## config.mk

```make
export PLATFORM = sky130hd
export DESIGN_NAME = lexical_token_scanner
export DESIGN_NICKNAME = d
export VERILOG_FILES = /design/src/lts_pkg.sv /design/src/lts_front.sv /design/src/lts_queue.sv /design/src/lts_back.sv /design/src/lexical_token_scanner.sv
export SDC_FILE = /design/constraint.sdc
export NUM_CORES = 1
export LEC_CHECK = 0
export BUFFER_PORTS_ARGS = -buffer_cell sky130_fd_sc_hd__buf_4
export CAP_MARGIN = 20
export CORE_MARGIN = 5
export CORE_UTILIZATION = 55
export DETAILED_ROUTE_END_ITERATION = 7
export PLACE_DENSITY = 0.84
export SLEW_MARGIN = 5
export SYNTH_ARGS = -nofsm -noshare
export SYNTH_HDL_FRONTEND = slang
export SYNTH_SLANG_ARGS = --single-unit
```

## constraint.sdc

```tcl
create_clock -name clk -period 7.1 [get_ports clk]
set_input_delay 0.355 -clock clk [delete_from_list [all_inputs] [get_ports clk]]
set_output_delay 0.355 -clock clk [all_outputs]
set_load 0.005 [all_outputs]
```

## src/lts_pkg.sv

```systemverilog
`default_nettype none

package lts_pkg;

	localparam int LENGTH_BITS_DEFAULT = 16;
	localparam int OFFSET_BITS_DEFAULT = 32;

	// Port widths of one token word
	localparam int TOK_LEN_W = 16;
	localparam int TOK_OFF_W = 32;

	// Token queue between scanner and output stage
	localparam int QDEPTH = 4;
	localparam int QPTR_W = $clog2(QDEPTH);

	localparam int NUM_KW   = 20;
	localparam int KW_IDX_W = 5;
	localparam int KW_SLOTS = 8;

	typedef enum logic [2:0] {
		ST_IDLE,
		ST_NUM,
		ST_WORD,
		ST_LT,
		ST_GT,
		ST_COLON
	} scan_state_t;

	typedef enum logic [3:0] {
		CLS_NUMERAL,
		CLS_IDENT,
		CLS_KEYWORD,
		CLS_WEAK_OP,
		CLS_STRONG_OP,
		CLS_RELATION,
		CLS_SEMI,
		CLS_COMMA,
		CLS_LPAREN,
		CLS_RPAREN,
		CLS_ASSIGN,
		CLS_COLON,
		CLS_LBRACKET,
		CLS_RBRACKET,
		CLS_ERROR,
		CLS_END
	} tok_class_t;

	typedef enum logic [3:0] {
		OP_ADD,
		OP_SUB,
		OP_MUL,
		OP_DIV,
		OP_LT,
		OP_NE,
		OP_LE,
		OP_GT,
		OP_GE,
		OP_EQ
	} op_code_t;

	typedef struct packed {
		tok_class_t             cls;
		logic [KW_IDX_W-1:0]    kw;
		op_code_t               op;
		logic [TOK_OFF_W-1:0]   start;
		logic [TOK_LEN_W-1:0]   len;
	} tok_t;

	// One queue entry: the tokens caused by one input byte
	typedef struct packed {
		tok_t t0;
		tok_t t1;
		logic two;
	} entry_t;

	// Keyword text, right-justified, last character in the low byte
	localparam logic [8*KW_SLOTS-1:0] KW_TEXT [NUM_KW] = '{
		64'("true"), 64'("false"), 64'("and"), 64'("or"), 64'("read"),
		64'("write"), 64'("if"), 64'("then"), 64'("endif"), 64'("while"),
		64'("do"), 64'("end"), 64'("begin"), 64'("program"), 64'("is"),
		64'("var"), 64'("integer"), 64'("boolean"), 64'("not"), 64'("skip")
	};

	localparam logic [2:0] KW_LEN [NUM_KW] = '{
		3'd4, 3'd5, 3'd3, 3'd2, 3'd4, 3'd5, 3'd2, 3'd4, 3'd5, 3'd5,
		3'd2, 3'd3, 3'd5, 3'd7, 3'd2, 3'd3, 3'd7, 3'd7, 3'd3, 3'd4
	};

	localparam logic [7:0] CH_PLUS   = 8'h2B;
	localparam logic [7:0] CH_MINUS  = 8'h2D;
	localparam logic [7:0] CH_STAR   = 8'h2A;
	localparam logic [7:0] CH_SLASH  = 8'h2F;
	localparam logic [7:0] CH_EQ     = 8'h3D;
	localparam logic [7:0] CH_SEMI   = 8'h3B;
	localparam logic [7:0] CH_COMMA  = 8'h2C;
	localparam logic [7:0] CH_LPAR   = 8'h28;
	localparam logic [7:0] CH_RPAR   = 8'h29;
	localparam logic [7:0] CH_LBRK   = 8'h5B;
	localparam logic [7:0] CH_RBRK   = 8'h5D;
	localparam logic [7:0] CH_LT     = 8'h3C;
	localparam logic [7:0] CH_GT     = 8'h3E;
	localparam logic [7:0] CH_COLON  = 8'h3A;
	localparam logic [7:0] CH_SPACE  = 8'h20;
	localparam logic [7:0] CH_TAB    = 8'h09;
	localparam logic [7:0] CH_CR     = 8'h0D;

endpackage

`default_nettype wire

```

## src/lts_front.sv

```systemverilog
`default_nettype none

module lts_front
	import lts_pkg::*;
#(
	parameter int LENGTH_BITS = LENGTH_BITS_DEFAULT,
	parameter int OFFSET_BITS = OFFSET_BITS_DEFAULT
) (
	input  wire logic        clk,
	input  wire logic        arst_n,
	input  wire logic [7:0]  char_byte,
	input  wire logic        end_of_input,
	input  wire logic        in_valid,
	output logic             in_ready,
	output logic             q_push,
	output entry_t           q_entry,
	input  wire logic        q_full
);

	scan_state_t              state_q, state_d;
	logic [NUM_KW-1:0]        cand_q, cand_d;
	logic [LENGTH_BITS-1:0]   len_q, len_d, len_inc;
	logic [OFFSET_BITS-1:0]   start_q, start_d, pos_q, pos_d;

	logic                     acc, is_dig, is_let, is_sp, len_small;
	logic [NUM_KW-1:0]        keep_vec, keep0;
	logic                     kw_hit;
	logic [KW_IDX_W-1:0]      kw_idx;
	logic                     pend_valid, fresh_valid;
	tok_t                     pend_tok, fresh_tok, end_tok, two_tok;
	scan_state_t              fresh_state;

	function automatic tok_t mk_tok(input tok_class_t cls, input logic [KW_IDX_W-1:0] kw,
			input op_code_t op, input logic [TOK_OFF_W-1:0] start,
			input logic [TOK_LEN_W-1:0] len);
		tok_t t;
		t.cls   = cls;
		t.kw    = kw;
		t.op    = op;
		t.start = start;
		t.len   = len;
		return t;
	endfunction

	function automatic logic [7:0] kw_byte(input logic [KW_IDX_W-1:0] k, input logic [2:0] p);
		logic [8*KW_SLOTS-1:0] t;
		logic [2:0]            l;
		logic [2:0]            sh;
		t  = KW_TEXT[k];
		l  = KW_LEN[k];
		sh = l - 3'd1 - p;
		return (p < l) ? t[{sh, 3'b000} +: 8] : 8'd0;
	endfunction

	assign in_ready = !q_full;
	assign acc      = in_valid && in_ready;

	assign is_dig    = (char_byte >= "0") && (char_byte <= "9");
	assign is_let    = ((char_byte >= "a") && (char_byte <= "z")) ||
	                   ((char_byte >= "A") && (char_byte <= "Z"));
	assign is_sp     = (char_byte == CH_SPACE) || ((char_byte >= CH_TAB) && (char_byte <= CH_CR));
	assign len_small = (len_q >> 3) == '0;
	assign len_inc   = (len_q == '1) ? len_q : len_q + 1'b1;

	// Per-keyword character compare at the current and the first position
	always_comb begin
		for (int k = 0; k < NUM_KW; k++) begin
			keep_vec[k] = len_small && (kw_byte(KW_IDX_W'(k), len_q[2:0]) == char_byte);
			keep0[k]    = kw_byte(KW_IDX_W'(k), 3'd0) == char_byte;
		end
	end

	// Lowest surviving keyword whose length matches
	always_comb begin
		kw_hit = 1'b0;
		kw_idx = '0;
		for (int k = NUM_KW - 1; k >= 0; k--) begin
			if (cand_q[k] && (len_q == LENGTH_BITS'(KW_LEN[k]))) begin
				kw_hit = 1'b1;
				kw_idx = KW_IDX_W'(k);
			end
		end
	end

	// Token that closes when the current byte cannot extend it
	always_comb begin
		pend_valid = 1'b1;
		pend_tok   = mk_tok(CLS_NUMERAL, '0, OP_ADD, TOK_OFF_W'(start_q), TOK_LEN_W'(len_q));
		case (state_q)
			ST_NUM: begin
			end
			ST_WORD: begin
				pend_tok.cls = kw_hit ? CLS_KEYWORD : CLS_IDENT;
				pend_tok.kw  = kw_hit ? kw_idx : '0;
			end
			ST_LT: begin
				pend_tok = mk_tok(CLS_RELATION, '0, OP_LT, TOK_OFF_W'(start_q), TOK_LEN_W'(1));
			end
			ST_GT: begin
				pend_tok = mk_tok(CLS_RELATION, '0, OP_GT, TOK_OFF_W'(start_q), TOK_LEN_W'(1));
			end
			ST_COLON: begin
				pend_tok = mk_tok(CLS_COLON, '0, OP_ADD, TOK_OFF_W'(start_q), TOK_LEN_W'(1));
			end
			default: begin
				pend_valid = 1'b0;
			end
		endcase
	end

	// Byte scanned from the idle state
	always_comb begin
		fresh_valid = 1'b1;
		fresh_state = ST_IDLE;
		fresh_tok   = mk_tok(CLS_ERROR, '0, OP_ADD, TOK_OFF_W'(pos_q), TOK_LEN_W'(1));
		if (is_sp) begin
			fresh_valid = 1'b0;
		end else if (is_dig) begin
			fresh_valid = 1'b0;
			fresh_state = ST_NUM;
		end else if (is_let) begin
			fresh_valid = 1'b0;
			fresh_state = ST_WORD;
		end else begin
			case (char_byte)
				CH_PLUS:  begin fresh_tok.cls = CLS_WEAK_OP;   fresh_tok.op = OP_ADD; end
				CH_MINUS: begin fresh_tok.cls = CLS_WEAK_OP;   fresh_tok.op = OP_SUB; end
				CH_STAR:  begin fresh_tok.cls = CLS_STRONG_OP; fresh_tok.op = OP_MUL; end
				CH_SLASH: begin fresh_tok.cls = CLS_STRONG_OP; fresh_tok.op = OP_DIV; end
				CH_EQ:    begin fresh_tok.cls = CLS_RELATION;  fresh_tok.op = OP_EQ;  end
				CH_SEMI:  fresh_tok.cls = CLS_SEMI;
				CH_COMMA: fresh_tok.cls = CLS_COMMA;
				CH_LPAR:  fresh_tok.cls = CLS_LPAREN;
				CH_RPAR:  fresh_tok.cls = CLS_RPAREN;
				CH_LBRK:  fresh_tok.cls = CLS_LBRACKET;
				CH_RBRK:  fresh_tok.cls = CLS_RBRACKET;
				CH_LT:    begin fresh_valid = 1'b0; fresh_state = ST_LT;    end
				CH_GT:    begin fresh_valid = 1'b0; fresh_state = ST_GT;    end
				CH_COLON: begin fresh_valid = 1'b0; fresh_state = ST_COLON; end
				default:  fresh_tok.cls = CLS_ERROR;
			endcase
		end
	end

	assign end_tok = mk_tok(CLS_END, '0, OP_ADD, TOK_OFF_W'(pos_q), '0);

	// Next state and queue push
	always_comb begin
		logic two_valid;
		logic extend;
		state_d   = state_q;
		cand_d    = cand_q;
		len_d     = len_q;
		start_d   = start_q;
		pos_d     = pos_q;
		q_push    = 1'b0;
		q_entry   = '0;
		two_valid = 1'b0;
		extend    = 1'b0;
		two_tok   = mk_tok(CLS_RELATION, '0, OP_NE, TOK_OFF_W'(start_q), TOK_LEN_W'(2));
		if (acc) begin
			if (end_of_input) begin
				q_push = 1'b1;
				if (pend_valid) begin
					q_entry.t0  = pend_tok;
					q_entry.t1  = end_tok;
					q_entry.two = 1'b1;
				end else begin
					q_entry.t0 = end_tok;
				end
				state_d = ST_IDLE;
				cand_d  = '1;
				len_d   = '0;
				start_d = '0;
				pos_d   = '0;
			end else begin
				case (state_q)
					ST_NUM: begin
						extend = is_dig;
					end
					ST_WORD: begin
						extend = is_dig || is_let;
					end
					ST_LT: begin
						if (char_byte == CH_GT) begin
							two_valid = 1'b1;
						end else if (char_byte == CH_EQ) begin
							two_valid  = 1'b1;
							two_tok.op = OP_LE;
						end
					end
					ST_GT: begin
						two_valid  = char_byte == CH_EQ;
						two_tok.op = OP_GE;
					end
					ST_COLON: begin
						two_valid   = char_byte == CH_EQ;
						two_tok.cls = CLS_ASSIGN;
						two_tok.op  = OP_ADD;
					end
					default: begin
					end
				endcase

				if (extend) begin
					len_d = len_inc;
					if (state_q == ST_WORD) begin
						cand_d = cand_q & keep_vec;
					end
				end else if (two_valid) begin
					q_push     = 1'b1;
					q_entry.t0 = two_tok;
					state_d    = ST_IDLE;
				end else begin
					// close what is pending, then rescan the byte from idle
					state_d = fresh_state;
					if (fresh_state != ST_IDLE) begin
						start_d = pos_q;
						len_d   = LENGTH_BITS'(1);
						if (fresh_state == ST_WORD) begin
							cand_d = keep0;
						end
					end
					q_push = pend_valid || fresh_valid;
					if (pend_valid) begin
						q_entry.t0  = pend_tok;
						q_entry.t1  = fresh_tok;
						q_entry.two = fresh_valid;
					end else begin
						q_entry.t0 = fresh_tok;
					end
				end
				pos_d = pos_q + 1'b1;
			end
		end
	end

	always_ff @(posedge clk or negedge arst_n) begin
		if (!arst_n) begin
			state_q <= ST_IDLE;
			cand_q  <= '1;
			len_q   <= '0;
			start_q <= '0;
			pos_q   <= '0;
		end else begin
			state_q <= state_d;
			cand_q  <= cand_d;
			len_q   <= len_d;
			start_q <= start_d;
			pos_q   <= pos_d;
		end
	end

endmodule

`default_nettype wire

```

## src/lts_queue.sv

```systemverilog
`default_nettype none

module lts_queue
	import lts_pkg::*;
(
	input  wire logic    clk,
	input  wire logic    arst_n,
	input  wire logic    push,
	input  wire entry_t  push_entry,
	output logic         full,
	input  wire logic    pop,
	output entry_t       head,
	output logic         empty
);

	entry_t            ent_q [QDEPTH];
	logic [QPTR_W:0]   wr_ptr_q, rd_ptr_q;

	assign empty = wr_ptr_q == rd_ptr_q;
	assign full  = (wr_ptr_q[QPTR_W-1:0] == rd_ptr_q[QPTR_W-1:0]) &&
	               (wr_ptr_q[QPTR_W] != rd_ptr_q[QPTR_W]);
	assign head  = ent_q[rd_ptr_q[QPTR_W-1:0]];

	always_ff @(posedge clk) begin
		if (push && !full) begin
			ent_q[wr_ptr_q[QPTR_W-1:0]] <= push_entry;
		end
	end

	always_ff @(posedge clk or negedge arst_n) begin
		if (!arst_n) begin
			wr_ptr_q <= '0;
			rd_ptr_q <= '0;
		end else begin
			if (push && !full) begin
				wr_ptr_q <= wr_ptr_q + 1'b1;
			end
			if (pop && !empty) begin
				rd_ptr_q <= rd_ptr_q + 1'b1;
			end
		end
	end

endmodule

`default_nettype wire

```

## src/lts_back.sv

```systemverilog
`default_nettype none

module lts_back
	import lts_pkg::*;
(
	input  wire logic              clk,
	input  wire logic              arst_n,
	input  wire entry_t            head,
	input  wire logic              empty,
	output logic                   pop,
	output logic                   out_valid,
	input  wire logic              out_ready,
	output logic [3:0]             token_class,
	output logic [KW_IDX_W-1:0]    keyword_index,
	output logic [3:0]             operator_code,
	output logic [TOK_OFF_W-1:0]   start_offset,
	output logic [TOK_LEN_W-1:0]   lexeme_length,
	output logic                   last_of_run
);

	logic  out_valid_q, second_q, load;
	tok_t  tok_q;
	logic  last_q;

	// Take the next token when the output register is free or drains now
	assign load = !empty && (!out_valid_q || out_ready);
	assign pop  = load && (!head.two || second_q);

	always_ff @(posedge clk or negedge arst_n) begin
		if (!arst_n) begin
			out_valid_q <= 1'b0;
			second_q    <= 1'b0;
		end else begin
			if (load) begin
				out_valid_q <= 1'b1;
				second_q    <= head.two && !second_q;
			end else if (out_ready) begin
				out_valid_q <= 1'b0;
			end
		end
	end

	always_ff @(posedge clk) begin
		if (load) begin
			tok_q  <= second_q ? head.t1 : head.t0;
			last_q <= !head.two || second_q;
		end
	end

	assign out_valid     = out_valid_q;
	assign token_class   = tok_q.cls;
	assign keyword_index = tok_q.kw;
	assign operator_code = tok_q.op;
	assign start_offset  = tok_q.start;
	assign lexeme_length = tok_q.len;
	assign last_of_run   = last_q;

endmodule

`default_nettype wire

```

## src/lexical_token_scanner.sv

```systemverilog
// Channel  Direction  Handshake             Word
// in       input      in_valid / in_ready   char_byte, end_of_input
// out      output     out_valid / out_ready token_class, keyword_index, operator_code,
//                                           start_offset, lexeme_length, last_of_run
//
// One byte is accepted every cycle while the token queue has room; each byte
// yields zero, one or two token words.
// The output register hands out one token word per cycle while out_ready is high,
// so a byte that both closes a pending token and forms its own yields two words in turn.
// Each token word is written to the queue, then loaded into the output register for out.
// Reset clears the scanner state, byte position and queue; an end-of-input
// word does the same to the scanner state once its tokens are queued.
// An output stall first fills the four-entry queue, then drops in_ready.
`default_nettype none

module lexical_token_scanner
	import lts_pkg::*;
#(
	parameter int LENGTH_BITS = LENGTH_BITS_DEFAULT,
	parameter int OFFSET_BITS = OFFSET_BITS_DEFAULT
) (
	input  wire logic         clk,
	input  wire logic         arst_n,
	input  wire logic         in_valid,
	output logic              in_ready,
	input  wire logic [7:0]   char_byte,
	input  wire logic         end_of_input,
	output logic              out_valid,
	input  wire logic         out_ready,
	output logic [3:0]        token_class,
	output logic [4:0]        keyword_index,
	output logic [3:0]        operator_code,
	output logic [31:0]       start_offset,
	output logic [15:0]       lexeme_length,
	output logic              last_of_run
);

	// Scanner to queue
	logic    q_push, q_full;
	entry_t  q_entry;

	// Queue to output stage
	logic    q_pop, q_empty;
	entry_t  q_head;

	// Front: run the DFA and keyword mask, push the tokens of each byte
	lts_front #(
		.LENGTH_BITS (LENGTH_BITS),
		.OFFSET_BITS (OFFSET_BITS)
	) u_front (
		.clk          (clk),
		.arst_n       (arst_n),
		.char_byte    (char_byte),
		.end_of_input (end_of_input),
		.in_valid     (in_valid),
		.in_ready     (in_ready),
		.q_push       (q_push),
		.q_entry      (q_entry),
		.q_full       (q_full)
	);

	// Queue: hold up to four bytes' worth of tokens so each side stalls alone
	lts_queue u_queue (
		.clk        (clk),
		.arst_n     (arst_n),
		.push       (q_push),
		.push_entry (q_entry),
		.full       (q_full),
		.pop        (q_pop),
		.head       (q_head),
		.empty      (q_empty)
	);

	// Back: split each entry into single token words, mark the last one
	lts_back u_back (
		.clk           (clk),
		.arst_n        (arst_n),
		.head          (q_head),
		.empty         (q_empty),
		.pop           (q_pop),
		.out_valid     (out_valid),
		.out_ready     (out_ready),
		.token_class   (token_class),
		.keyword_index (keyword_index),
		.operator_code (operator_code),
		.start_offset  (start_offset),
		.lexeme_length (lexeme_length),
		.last_of_run   (last_of_run)
	);

endmodule

`default_nettype wire

```

==> run summary, run 1 <==
Final Setup Violations: 0
Placed Cells: 2,575
Critical-path top delay cell: dfrtp_1
yosys warns: 0
Filler cells: 3,502
Cell Area, Placed: 27,800 um2
fin cells: 2,680
most frequent cells in the layout: edfxtp_1, nand2_1, buf_4
CP startpoint kind: flop
Peak Freq: 0.245 GHz
die outline width: 231 um
worst-path fanout max: 66
GR Util All Layers: 24.2%
mux contribution to synthesized area: 9.03%
CP Class: reg2reg
layout cell share with drive strength beyond 1: 17.1%
largest net degree at the start of global routing: 80
EDFF count, synth: 470
Synth Area in Simple Gates: 12.4%
Syn Area/Cell: 13.5 um2
Max-slew headroom: 29.8%
DP HPWL: 39.3 mm
post-synthesis compound-gate area fraction: 8.53%
post-synthesis cell type count: 89
post-synthesis xor/xnor area fraction: 2.60%
Mapped Cells: 1,991
reg-to-reg endpoint: u_queue.ent_q[2][86]
clock insertion delay at the later pin of the skew report: 0.58 ns
Worst R2R Setup Slack: 3.02 ns
fin. max-slew vios: 0
ys flop type: edfxtp_1
Cell Area, Synth: 26,800 um2
post-layout minimum cycle time: 4.08 ns
Starting Density: 55.2%
Fin Setup TNS: 0 ns
Req. time, crit path: 7.29 ns
worst reg2reg startpoint: u_front.state_q[2]
Remaining Overflow, GRT: 0
max-cap violations: 0
WL per Instance: 24.2 um
RSZ-0062 raised after global routing: false
nets: 2,055
DRC Markers: 0
asr flop ratio synth: 19.1%
Port-buffer cells: 76
Hold Path End: u_front.cand_q[3]
part of the Yosys area used for sequential elements: 63.0%
DR vias: 17,400
Layout area overhead: 10.4%
crit path capture type: flop
DR iter-0 viols: 2,164
n_diodes: 0
# resized after CTS: 0
worst hold start: char_byte[7]
Synth Area in Adders: 1.31%
commonest non-fill, non-tap cell in the layout: edfxtp_1
clk_skew: 0.0206 ns
Detailed Routing Iterations Pass 1: 7
period utilization: 57.4%
DRT Wirelength: 64.9 mm
Ports: 77
die area: 53,300 um2
slowest stage delay, CP: 0.85 ns
Power Density: 384 nW/um2
Yosys reg bits: 581
Register-to-Register Path Depth: 7
worst min-delay path class: in2reg
GPL Wtd Cong: 0.906
Post-DRT Antenna Nets: 0
peak supply drop: 210 uV
antenna violations before repair: 1
Post-CTS Repair Setup Buffers: 0
Avg Vias per Cell: 6.50
CTS Hold Buffers Added: 2
global-route wire length before repair: 102 mm
die height: 231 um
Finished Cell Area: 29,600 um2
clock sinks: 581
Core Util, Final: 60.9%
CTS H-Tree Depth: 2
critical-path cell list: nor3_1 > a21oi_1 > a21oi_1 > o21a_1 > nor2_4 > buf_4 > buf_4
run status: complete, no violations
Fin. Hold Viols: 0
Worst Path Arrival: 4.26 ns
vias in the first global route: 17,600
Leak: 10.6 nW
largest family of logic cells by synthesized area: simple AND/OR/NAND/NOR gates
CTS max path bufs: 3
Reg clk slew, reported paths: 0.07 ns
Mapped Nets: 2,032
clock root cell: clkbuf_16
CTS Buf Count: 53
worst hold stages: 4
CTS tree: yes
Worst Tran Pin Value: 1.05 ns
# rows: 81
core area: 48,600 um2
[logic make-up after synthesis]
group           count (synthesis)
fa+ha+maj                      28
simple gates                  656
xor+xnor                       78
mux                           114
compound gates                335
flops                         581
buf+inv                       199
[worst max-delay path by stage]
stage	startpoint	endpoint	cells after the start
final	u_front.state_q[2]	u_queue.ent_q[2][86]	7
after global routing	u_front.state_q[2]	u_queue.ent_q[0][24]	7
after CTS	u_front.state_q[2]	u_queue.ent_q[0][66]	7
after detailed placement	u_front.state_q[2]	u_queue.ent_q[0][18]	7
after global placement	char_byte[3]	u_queue.ent_q[0][80]	9
after floorplan	char_byte[1]	u_queue.ent_q[3][0]	7
[Yosys cell counts (33+ instances only)]
| library cell | number | area share (%) |
|---|---|---|
| nand4_1 | 55 | 1.3 |
| a21oi_1 | 57 | 1.1 |
| clkbuf_1 | 70 | 0.98 |
| mux4_2 | 102 | 8.6 |
| and2_1 | 48 | 1.1 |
| nand2_1 | 221 | 3.1 |
| inv_1 | 53 | 0.74 |
| edfxtp_1 | 470 | 53 |
| buf_2 | 40 | 0.75 |
| xnor2_1 | 52 | 1.7 |
| a22o_1 | 37 | 1.2 |
| o21ai_0 | 101 | 1.9 |
| dfrtp_1 | 91 | 8.5 |
| and3_1 | 40 | 0.93 |
| nor3_1 | 33 | 0.62 |
| nand3_1 | 47 | 0.88 |
| nor2_1 | 104 | 1.5 |
[power breakdown]
group          internal [mW]  switching (mW)
sequential              4.75           0.392
combinational           1.42            2.08
clock                   1.52            1.21
[layout make-up]
class / instances / area, um2 / area share [%]
Sequential cell: 581 / 16900 / 57.1
Multi-Input combinational cell: 1211 / 9150 / 30.9
Clock buffer: 77 / 1520 / 5.12
Timing Repair Buffer: 109 / 873 / 2.95
Tap cell: 622 / 778 / 2.63
Inverter: 58 / 218 / 0.735
Clock inverter: 22 / 158 / 0.532
[worst max-delay path, delay by kind of cell, from the launching register on]
| kind | cells | cell delay (ns) |
|---|---|---|
| buf+inv | 2 | 1.32 |
| simple gates | 2 | 0.36 |
| flops | 1 | 0.85 |
| compound gates | 3 | 1.04 |
[layer usage]
layer	GRT usage, %	routed length (um)
met3	3.86	4820
met4	7.30	1740
met2	40.9	32800
met1	32.8	25500
met5	0	13
[sequential cells by signal, summed over array words and instances, names as in the netlist]
signal and count:
u_back.second_q 1, u_queue.ent_q 408, u_back.last_of_run 1, u_back.operator_code 4, u_back.token_class 4, u_front.state_q 3, u_back.keyword_index 5, u_queue.rd_ptr_q 3
u_front.cand_q 20, u_front.pos_q 32, u_queue.wr_ptr_q 3, u_back.start_offset 32, u_front.len_q 16, u_back.lexeme_length 16, u_front.start_q 32, u_back.out_valid 1
[metrics by stage]
stage | setup slack (ns) | power (mW) | hold slack, ns
after floorplan | 0.269 | 7.48 | 0.0594
after global placement | 3.19 | 8.53 | 0.475
after detailed placement | 3.08 | 8.66 | 0.476
after CTS | 3.04 | 11.4 | 0.188
after global routing | 2.83 | 11.9 | 0.227
final | 3.02 | 11.4 | 0.221
Power figures use the tool's default switching activity.
==> run 2, diff against run 1 <==
PLACE_DENSITY = 0.81   (was 0.84)
clock period = 3.8 ns   (was 7.1 ns; I/O delays follow)
==> run summary, run 2 (same netlist as run 1, synthesis figures left out) <==
largest net degree at the start of global routing: 105 (was 80)
crit path capture type: flop (unchanged)
GR Util All Layers: 25.8% (was 24.2%)
layout cell share with drive strength beyond 1: 18.4% (was 17.1%)
n_diodes: 0 (unchanged)
Req. time, crit path: 4.13 ns (was 7.29 ns)
Worst Tran Pin Value: 1.07 ns (was 1.05 ns)
Reg clk slew, reported paths: 0.07 ns (about the same)
fin. max-slew vios: 0 (unchanged)
Fin. Hold Viols: 0 (unchanged)
Max-slew headroom: 28.7% (was 29.8%)
clock root cell: clkbuf_16 (unchanged)
GPL Wtd Cong: 0.973 (was 0.906)
commonest non-fill, non-tap cell in the layout: edfxtp_1 (unchanged)
sw power: 7.11 mW (was 3.68 mW)
Placed Cells: 2,605 (was 2,575)
number of flip-flops in the largest register: 408 (unchanged)
CTS tree: yes (unchanged)
Post-DRT Antenna Nets: 0 (unchanged)
die outline width: 231 um (unchanged)
DRT Wirelength: 69.1 mm (was 64.9 mm)
post-layout minimum cycle time: 3.08 ns (was 4.08 ns)
worst min-delay path class: in2reg (unchanged)
WL per Instance: 25.5 um (was 24.2 um)
RSZ-0062 raised after global routing: false (unchanged)
Core Util, Final: 61.8% (was 60.9%)
CTS H-Tree Depth: 2 (unchanged)
Port-buffer cells: 76 (unchanged)
core area: 48,600 um2 (unchanged)
sw frac: 32.3% (about the same)
Worst Path Arrival: 3.41 ns (was 4.26 ns)
# resized after CTS: 0 (unchanged)
CP startpoint kind: flop (unchanged)
die area: 53,300 um2 (unchanged)
Detailed Routing Iterations Pass 1: 7 (unchanged)
Total Power: 22.0 mW (was 11.4 mW)
Final Setup Violations: 0 (unchanged)
clk_skew: 0.0266 ns (was 0.0206 ns)
DRC Markers: 0 (unchanged)
die height: 231 um (unchanged)
Remaining Overflow, GRT: 0 (unchanged)
global-route wire length before repair: 106 mm (was 102 mm)
CTS max path bufs: 3 (unchanged)
nets: 2,086 (was 2,055)
max-cap violations: 0 (unchanged)
Sequential Power Share: 43.8% (was 45.2%)
clock insertion delay at the later pin of the skew report: 0.61 ns (was 0.58 ns)
combinational power share: 30.3% (was 30.8%)
fin cells: 2,714 (was 2,680)
# rows: 81 (unchanged)
DP HPWL: 41.4 mm (was 39.3 mm)
CTS Buf Count: 55 (was 53)
antenna violations before repair: 0 (was 1)
most frequent cells in the layout: edfxtp_1, nand2_1, buf_4 (unchanged)
Peak Freq: 0.325 GHz (was 0.245 GHz)
worst-path fanout max: 17 (was 66)
Starting Density: 55.2% (unchanged)
Layout area overhead: 12.1% (was 10.4%)
Clock Power Share: 25.9% (was 24.0%)
Ports: 77 (unchanged)
period utilization: 81.0% (was 57.4%)
CP Class: reg2reg (unchanged)
Avg Vias per Cell: 6.50 (about the same)
run status: complete, no violations (unchanged)
clock sinks: 581 (unchanged)
Filler cells: 3,424 (was 3,502)
DR iter-0 viols: 2,217 (was 2,164)
DR vias: 17,600 (was 17,400)
vias in the first global route: 17,900 (was 17,600)
Pint: 14.9 mW (was 7.69 mW)
peak supply drop: 620 uV (was 210 uV)
Power Density: 731 nW/um2 (was 384 nW/um2)
Leak: 10.9 nW (was 10.6 nW)
run 2: cell count changes in the layout (fill, tap and decap cells not counted), sizes merged:
cell and change:
dlygate4sd3 +3, clkbuf -5, buf +27, bufinv +7, clkinv +6, clkinvlp -4
run 2: cell type report:
type / count / area, um2 / area share, %
Clock buffer: 73 / 1500 / 4.97
Clock inverter: 31 / 390 / 1.30
Inverter: 58 / 218 / 0.724
Multi-Input combinational cell: 1211 / 9160 / 30.5
Sequential cell: 581 / 16900 / 56.3
Tap cell: 622 / 778 / 2.59
Timing Repair Buffer: 138 / 1110 / 3.69
run 2: routing by layer:
| layer | up-vias | global-route usage [%] | share of wire (%) |
|---|---|---|---|
| li1 | 7680 | - | - |
| met1 | 8751 | 33.7 | 38 |
| met2 | 1012 | 43.9 | 50 |
| met3 | 194 | 4.00 | 7.8 |
| met4 | 0 | 9.96 | 3.8 |
| met5 | - | 0 | 0 |
run 2: repair_timing:
item                                   CTS  global route
endpoints found under the hold margin   44             0
hold buffers                             5             0
buffers inserted                         0             0
run 2: worst max-delay path: stages (launching register included):
cell	delay (ns)
dfrtp_1	0.38
inv_1	0.31
ha_1	0.27
buf_4	0.27
nand2_1	0.14
o21ai_0	0.39
o21ai_0	0.22
nand4bb_1	0.21
nand4_1	0.17
a211oi_1	0.45
run 2: path summary, 6_finish.rpt:
| path | start | cells after the start | slack, ns | to |
|---|---|---|---|---|
| setup / recovery | u_front.len_q[0] | 9 | 0.72 | u_queue.ent_q[0][115] |
| setup reg to reg | u_front.len_q[0] | 9 | 0.72 | u_queue.ent_q[0][115] |
| min in group asynchronous | arst_n | 2 | 0.26 | u_front.len_q[1] |
| hold reg to reg | u_queue.wr_ptr_q[2] | 1 | 0.49 | u_queue.wr_ptr_q[2] |
| max in group asynchronous | arst_n | 3 | 2.53 | u_front.cand_q[1] |
| hold / removal | end_of_input | 2 | 0.10 | u_front.pos_q[4] |
run 2: per-stage QoR:
stage	worst slack [ns]	setup TNS, ns	instance area, um2	hold slack, ns
2_1_floorplan	-2.86	-294.53	26900	-0.106
3_3_place_gp	0.805	0	28100	0.356
3_5_place_dp	0.775	0	28100	0.356
4_1_cts	0.759	0	30100	0.0630
5_1_grt	0.437	0	30100	0.111
6_report	0.720	0	30100	0.102
run 2: power by group through the flow:
stage	Sequential [mW]	Clock, mW	Combinational, mW
after floorplan	9.50	0	4.40
final	9.63	5.71	6.66
after global placement	9.61	0	6.54
after detailed placement	9.70	0	6.62
after CTS	9.63	5.78	6.71
after global routing	9.74	6.06	7.18
